--- src/hw/rtl/ptt_pkg.sv ---
`timescale 1ns / 1ps

package ptt_pkg;

  // Field widths
  localparam int TIME_W   = 32;
  localparam int MODE_W   = 2;
  localparam int SLOT_W   = 4;
  localparam int MASK_W   = 16;
  localparam int STATUS_W = 2;

  // Defaults
  localparam int              DEF_MAX_TASKS  = 16;
  localparam logic [TIME_W-1:0] MAX_PERIOD_RST = 32'd86400000;

  typedef logic [MODE_W-1:0]   mode_t;
  typedef logic [STATUS_W-1:0] status_t;

  // Command codes
  localparam mode_t MODE_ADD    = 2'd0;
  localparam mode_t MODE_REMOVE = 2'd1;
  localparam mode_t MODE_TICK   = 2'd2;

  // Result status codes
  localparam status_t ST_OK        = 2'd0;
  localparam status_t ST_TOO_LARGE = 2'd1;
  localparam status_t ST_FULL      = 2'd2;
  localparam status_t ST_BAD_INDEX = 2'd3;

endpackage

--- src/hw/rtl/ptt_ram.sv ---
`timescale 1ns / 1ps

// Simple dual-port RAM: one write port, one read port, registered read.
module ptt_ram #(
  parameter int WIDTH = 64,
  parameter int DEPTH = 16,
  localparam int AW   = (DEPTH > 1) ? $clog2(DEPTH) : 1
) (
  input  logic             clk,
  input  logic             we,
  input  logic [AW-1:0]    waddr,
  input  logic [WIDTH-1:0] wdata,
  input  logic [AW-1:0]    raddr,
  output logic [WIDTH-1:0] rdata
);

  logic [WIDTH-1:0] mem_r [DEPTH];
  logic [WIDTH-1:0] rdata_r;

  always_ff @(posedge clk) begin
    if (we) begin
      mem_r[waddr] <= wdata;
    end
    rdata_r <= mem_r[raddr];
  end

  assign rdata = rdata_r;

endmodule

--- src/hw/rtl/periodic_task_table_unit.sv ---
`timescale 1ns / 1ps

// Channel  | direction | handshake            | payload
// ---------+-----------+----------------------+-------------------------------------------
// in_      | in        | in_valid / in_ready   | in_mode, in_period_ms, in_slot_index, in_now_ms
// out_     | out       | out_valid / out_ready | out_fire_mask, out_added_slot, out_status
// cfg_     | in        | cfg_wr_en (no wait)   | cfg_wr_data -> max_period
//
// Add and error words pass from accept through S_FIN to the result registers; a tick walks
// the entries in S_TICK and a remove shifts those above slot_index down in S_SHIFT, one
// entry per cycle through the single read port of the task RAM. One word is in flight
// at a time; the next is taken while the last result still waits on out_ready.
// rst_n is synchronous: it empties the table and restores max_period; the RAM
// itself is not cleared, as no entry at or above the count is ever read.
module periodic_task_table_unit import ptt_pkg::*; #(
  parameter int MAX_TASKS = DEF_MAX_TASKS
) (
  input  logic              clk,
  input  logic              rst_n,
  // command words
  input  logic              in_valid,
  output logic              in_ready,
  input  logic [MODE_W-1:0] in_mode,
  input  logic [TIME_W-1:0] in_period_ms,
  input  logic [SLOT_W-1:0] in_slot_index,
  input  logic [TIME_W-1:0] in_now_ms,
  // result words
  output logic              out_valid,
  input  logic              out_ready,
  output logic [MASK_W-1:0] out_fire_mask,
  output logic [SLOT_W-1:0] out_added_slot,
  output logic [STATUS_W-1:0] out_status,
  // configuration
  input  logic              cfg_wr_en,
  input  logic [TIME_W-1:0] cfg_wr_data
);

  localparam int IDX_W = (MAX_TASKS > 1) ? $clog2(MAX_TASKS) : 1;
  localparam int CNT_W = $clog2(MAX_TASKS + 1);
  localparam int CMP_W = (CNT_W > SLOT_W) ? CNT_W : SLOT_W;
  localparam int ENT_W = 2 * TIME_W;

  typedef enum logic [1:0] {S_IDLE, S_TICK, S_SHIFT, S_FIN} state_t;

  state_t              state_r, state_nxt;
  logic [CNT_W-1:0]    count_r, count_nxt;
  logic [TIME_W-1:0]   max_period_r, max_period_nxt;
  logic [IDX_W-1:0]    idx_r, idx_nxt;
  logic [TIME_W-1:0]   now_r, now_nxt;
  logic [MASK_W-1:0]   res_mask_r, res_mask_nxt;
  logic [SLOT_W-1:0]   res_slot_r, res_slot_nxt;
  status_t             res_status_r, res_status_nxt;
  logic                out_valid_r, out_valid_nxt;
  logic [MASK_W-1:0]   out_mask_r, out_mask_nxt;
  logic [SLOT_W-1:0]   out_slot_r, out_slot_nxt;
  status_t             out_status_r, out_status_nxt;

  // RAM port signals; entry = {period, last_run}
  logic                ram_we;
  logic [IDX_W-1:0]    ram_waddr;
  logic [ENT_W-1:0]    ram_wdata;
  logic [IDX_W-1:0]    ram_raddr;
  logic [ENT_W-1:0]    ram_rdata;

  logic                in_acc;
  logic [TIME_W-1:0]   rd_period;
  logic [TIME_W-1:0]   rd_last;
  logic [TIME_W-1:0]   elapsed;
  logic                fire;
  logic [CNT_W-1:0]    idx_inc;
  logic                more;
  logic                slot_bad;
  logic [CNT_W-1:0]    slot_inc;

  ptt_ram #(
    .WIDTH (ENT_W),
    .DEPTH (MAX_TASKS)
  ) u_ram (
    .clk   (clk),
    .we    (ram_we),
    .waddr (ram_waddr),
    .wdata (ram_wdata),
    .raddr (ram_raddr),
    .rdata (ram_rdata)
  );

  assign in_ready = (state_r == S_IDLE);
  assign in_acc   = in_valid && in_ready;

  // fire test on the entry read last cycle
  assign rd_period = ram_rdata[ENT_W-1:TIME_W];
  assign rd_last   = ram_rdata[TIME_W-1:0];
  assign elapsed   = now_r - rd_last;
  assign fire      = rd_period < elapsed;

  // walk pointer
  assign idx_inc  = CNT_W'(idx_r) + CNT_W'(1);
  assign more     = idx_inc < count_r;
  assign slot_bad = CMP_W'(in_slot_index) >= CMP_W'(count_r);
  assign slot_inc = CNT_W'(in_slot_index) + CNT_W'(1);

  // sequencer
  always_comb begin
    state_nxt      = state_r;
    count_nxt      = count_r;
    max_period_nxt = cfg_wr_en ? cfg_wr_data : max_period_r;
    idx_nxt        = idx_r;
    now_nxt        = now_r;
    res_mask_nxt   = res_mask_r;
    res_slot_nxt   = res_slot_r;
    res_status_nxt = res_status_r;
    out_valid_nxt  = out_valid_r && !out_ready;
    out_mask_nxt   = out_mask_r;
    out_slot_nxt   = out_slot_r;
    out_status_nxt = out_status_r;
    ram_we         = 1'b0;
    ram_waddr      = idx_r;
    ram_wdata      = ram_rdata;
    ram_raddr      = IDX_W'(idx_inc);

    case (state_r)
      S_IDLE: begin
        if (in_acc) begin
          res_mask_nxt   = '0;
          res_slot_nxt   = '0;
          res_status_nxt = ST_OK;
          state_nxt      = S_FIN;
          case (in_mode)
            MODE_ADD: begin
              if (in_period_ms > max_period_r) begin
                res_status_nxt = ST_TOO_LARGE;
              end else if (count_r == CNT_W'(MAX_TASKS)) begin
                res_status_nxt = ST_FULL;
              end else begin
                ram_we       = 1'b1;
                ram_waddr    = IDX_W'(count_r);
                ram_wdata    = {in_period_ms, {TIME_W{1'b0}}};
                res_slot_nxt = SLOT_W'(count_r);
                count_nxt    = count_r + CNT_W'(1);
              end
            end
            MODE_REMOVE: begin
              if (slot_bad) begin
                res_status_nxt = ST_BAD_INDEX;
              end else if (slot_inc == count_r) begin
                // last slot: nothing to shift
                count_nxt = count_r - CNT_W'(1);
              end else begin
                ram_raddr = IDX_W'(slot_inc);
                idx_nxt   = IDX_W'(slot_inc);
                state_nxt = S_SHIFT;
              end
            end
            MODE_TICK: begin
              now_nxt = in_now_ms;
              if (count_r != '0) begin
                ram_raddr = '0;
                idx_nxt   = '0;
                state_nxt = S_TICK;
              end
            end
            default: begin
            end
          endcase
        end
      end

      S_TICK: begin
        if (fire) begin
          ram_we       = 1'b1;
          ram_waddr    = idx_r;
          ram_wdata    = {rd_period, now_r};
          res_mask_nxt = res_mask_r | (MASK_W'(1) << idx_r);
        end
        if (more) begin
          idx_nxt = IDX_W'(idx_inc);
        end else begin
          state_nxt = S_FIN;
        end
      end

      S_SHIFT: begin
        // move entry idx down by one
        ram_we    = 1'b1;
        ram_waddr = idx_r - IDX_W'(1);
        ram_wdata = ram_rdata;
        if (more) begin
          idx_nxt = IDX_W'(idx_inc);
        end else begin
          count_nxt = count_r - CNT_W'(1);
          state_nxt = S_FIN;
        end
      end

      S_FIN: begin
        if (!out_valid_r || out_ready) begin
          out_valid_nxt  = 1'b1;
          out_mask_nxt   = res_mask_r;
          out_slot_nxt   = res_slot_r;
          out_status_nxt = res_status_r;
          state_nxt      = S_IDLE;
        end
      end

      default: begin
        state_nxt = S_IDLE;
      end
    endcase
  end

  always_ff @(posedge clk) begin
    if (!rst_n) begin
      state_r      <= S_IDLE;
      count_r      <= '0;
      max_period_r <= MAX_PERIOD_RST;
      out_valid_r  <= 1'b0;
    end else begin
      state_r      <= state_nxt;
      count_r      <= count_nxt;
      max_period_r <= max_period_nxt;
      out_valid_r  <= out_valid_nxt;
    end
    idx_r        <= idx_nxt;
    now_r        <= now_nxt;
    res_mask_r   <= res_mask_nxt;
    res_slot_r   <= res_slot_nxt;
    res_status_r <= res_status_nxt;
    out_mask_r   <= out_mask_nxt;
    out_slot_r   <= out_slot_nxt;
    out_status_r <= out_status_nxt;
  end

  assign out_valid      = out_valid_r;
  assign out_fire_mask  = out_mask_r;
  assign out_added_slot = out_slot_r;
  assign out_status     = out_status_r;

endmodule

--- config.mk ---
export PLATFORM = sky130hd
export DESIGN_NAME = periodic_task_table_unit
export DESIGN_NICKNAME = d
export VERILOG_FILES = /design/src/hw/rtl/ptt_pkg.sv /design/src/hw/rtl/ptt_ram.sv /design/src/hw/rtl/periodic_task_table_unit.sv
export SDC_FILE = /design/constraint.sdc
export NUM_CORES = 2
export LEC_CHECK = 0
export BUFFER_PORTS_ARGS = -buffer_cell sky130_fd_sc_hd__buf_2
export CAP_MARGIN = 20
export CORE_MARGIN = 4
export CORE_UTILIZATION = 50
export DETAILED_ROUTE_END_ITERATION = 16
export GPL_TIMING_DRIVEN = 1
export PLACE_DENSITY = 0.69
export SYNTH_ARGS = -nofsm -noshare
export SYNTH_HDL_FRONTEND = slang
export SYNTH_SLANG_ARGS = --single-unit
--- constraint.sdc ---
create_clock -name clk -period 9.2 [get_ports clk]
set_input_delay 0.92 -clock clk [delete_from_list [all_inputs] [get_ports clk]]
set_output_delay 0.92 -clock clk [all_outputs]
set_load 0.005 [all_outputs]
==> impl_metrics.yaml <==
synthesis:
  synth_edf_count: 1104
  async_flop_share_pct: 0
  synth_ff_type: "edfxtp_1"
  ys_top_cells_by_area: "edfxtp_1 (66%), mux2i_1 (9.4%), dfxtp_1 (4.1%)"
  synth_top_area_cell: "edfxtp_1"
  syn_avg_cell_area_um2: 15.4
  yosys_warnings: 0
  syn_nets: 3494
  ys_seq_area_share_pct: 69.9
  netlist_area_um2: 50400
  synthCells: 3267
  synth_top_area_share_pct: 65.7
  synth_seq_cells: 1208
  ys_types: 65
detailed_routing:
  first_pass_iters: 6
  drc: 0
  num_vias: 28263
  ant_nets: 0
  met3_length_um: 8050
  wl_met1_um: 50600
  routed_via_density: 5.89
  wl_met2_um: 55300
  routedWlPerCell_um: 24.3
  routed.top_layer: "met4"
  wl_um: 116000
  drt_iter0_markers: 2994
cts:
  cts_hold_buf: 0
  cts_buffers: 116
  path_clk_slew_ns: 0.06
  post-cts-setup-buffer-count: 0
  cts_tree: "done"
  cts_htree_levels: 3
  root_buffer: "clkbuf_16"
  clk_path_buf_depth: 3
  insertion_delay_ns: 0.70
  cts.sinks: 1208
  cts-resized-gates: 0
sta:
  setup_violations: 0
  fin_ws_ns: 2.16
  rsz0062_at_grt: "no"
  hold_slack_ns: 0.405
  hold_viol: 0
  slew_headroom_pct: 20.9
  skew_ns: 0.0345
  tightest_slew_ns: 1.19
  slew_violations: 0
  max_freq_mhz: 142
  period_share_pct: 76.6
  period_needed_ns: 7.04
  timing.setup.tns_ns: 0
power:
  power_density_nw_per_um2: 392
  leakagePower_uw: 0.0206
  peakVddDrop_mv: 0.560
  total_power_uw: 22200
finish:
  syn2layout_area_growth_pct: 12.2
  drive_above_1_share_pct: 12.6
  layout.nets: 3622
  final_cell_mix: "edfxtp_1 (1104), mux2i_1 (476), a21oi_1 (185)"
  instances_no_fill: 4796
  layout_commonest_cell: "edfxtp_1"
  antenna_cells: 0
  fillerInstances: 7680
grt:
  overflow: 0
  antenna_found_initial: 0
  track_usage_pct: 21.4
  first_global_vias: 27509
  grt_start_max_net_pins: 148
  grt_pass1_wl_um: 174000
setup_path:
  required_ns: 9.51
  path_class: "flip-flop to flip-flop"
  startpoint_type: "flip-flop"
  crit_arrival_ns: 7.35
  critPathMaxFanout: 35
  end_kind: "flip-flop"
place:
  port_buffers: 130
  place_inst: 4573
  gp_congestion: 0.856
  post-place-ws_ns: 2.23
  dp_hpwl_um: 66100
floorplanning:
  boundaryPins: 131
  die_x_um: 326
  start_util_pct: 50.4
  fp.dieH_um: 326
  rows: 116
  dieArea_um2: 106000
  core_area_um2: 100000
hold_path:
  holdCritPathClass: "input port to flip-flop"
flow_run:
  drv_cap: 0
status:
  status: "finished clean"
==> worst max-delay path: stages, from the launching register on <==
cell and delay [ns]:
edfxtp_1 0.40, ha_1 0.41, nand4_1 0.24, nor4_1 0.50, nand4_1 0.22, a31oi_1 0.46, o2111ai_1 0.20, a31oi_1 0.20
o21ai_0 0.10, nand2b_1 0.10, xnor2_1 0.13, ha_1 0.27, nand4_1 0.09, or2_2 0.14, or4_1 0.11, a221oi_1 0.04
o21ai_0 0.14, o211a_2 0.96, o31a_1 0.24, nand3_1 0.33, nor2_4 0.20, buf_4 0.49, buf_4 0.64
==> metal layers <==
metal	GRT usage, %	vias up
li1	-	12901
met1	30.5	14212
met2	34.9	996
met3	3.36	154
met4	5.47	0
met5	0	-
==> cells by family (layout without fill, tap and decap cells) <==
| kind of cell | count (synthesis) | count (layout) | share of synthesized area, % |
|---|---|---|---|
| adder cells (fa/ha/maj) | 120 | 120 | 2.99 |
| AO/OA/AOI/OAI | 536 | 536 | 7.46 |
| AND/OR/NAND/NOR | 497 | 497 | 4.30 |
| XOR/XNOR | 37 | 37 | 0.670 |
| flip-flops | 1208 | 1208 | 69.9 |
| multiplexers | 606 | 606 | 12.3 |
| buffers and inverters | 263 | 494 | 2.38 |
==> Yosys cell counts, types with 6 or more instances <==
library cell	count
a211oi_1	8
a21o_1	26
a21oi_1	185
a221oi_1	6
a22o_1	68
a31oi_1	9
a32oi_1	64
and3_1	13
buf_1	14
buf_2	38
buf_4	12
buf_6	16
clkbuf_1	84
dfxtp_1	104
edfxtp_1	1104
ha_1	119
inv_1	98
mux2_1	77
mux2_2	53
mux2i_1	476
nand2_1	173
nand2b_1	12
nand3_1	13
nand4_1	19
nor2_1	197
nor2b_1	33
nor3_1	12
o211ai_1	13
o21a_1	8
o21ai_0	36
o221ai_1	66
xnor2_1	19
xor2_1	17
==> where the power goes <==
group	total, uW	switching, uW	leakage (uW)	internal, uW
logic	9100	5790	0.00777	3300
clock network	4830	1990	0.00190	2840
registers	8240	365	0.0109	7870
==> metrics by stage <==
| stage | cell area (um^2) | util, % |
|---|---|---|
| 3_3_place_gp | 52600 | 52.5 |
| 5_1_grt | 56600 | 56.5 |
| 3_5_place_dp | 52600 | 52.5 |
| 2_1_floorplan | 50400 | - |
| 4_1_cts | 56500 | 56.5 |
| 6_report | 56600 | 56.5 |
==> cell type report <==
| type | count | area [um^2] | area share [%] |
|---|---|---|---|
| Multi-Input combinational cell | 1796 | 14200 | 25.1 |
| Clock inverter | 54 | 644 | 1.14 |
| Sequential cell | 1208 | 35200 | 62.3 |
| Timing Repair Buffer | 174 | 1200 | 2.11 |
| Tap cell | 1298 | 1620 | 2.87 |
| Inverter | 99 | 372 | 0.657 |
| Clock buffer | 167 | 3280 | 5.79 |
==> sequential cells by signal, summed over array words and instances, names as in the netlist <==
register,count
count_r,5
res_slot_r,4
u_ram.mem_r,1024
max_period_r,32
u_ram.rdata,64
out_fire_mask,16
state_r,2
out_status,2
res_status_r,2
idx_r,4
out_added_slot,4
now_r,32
res_mask_r,16
out_valid,1
==> worst paths after layout <==
check                start                  to  slack, ns  depth (start not counted)
max              now_r[16]  u_ram.mem_r[0][13]       2.16                         22
min          in_now_ms[28]           now_r[28]       0.41                          1
max reg2reg      now_r[16]  u_ram.mem_r[0][13]       2.16                         22
min reg2reg  res_slot_r[1]   out_added_slot[1]       0.42                          0
Power figures use the tool's default switching activity.
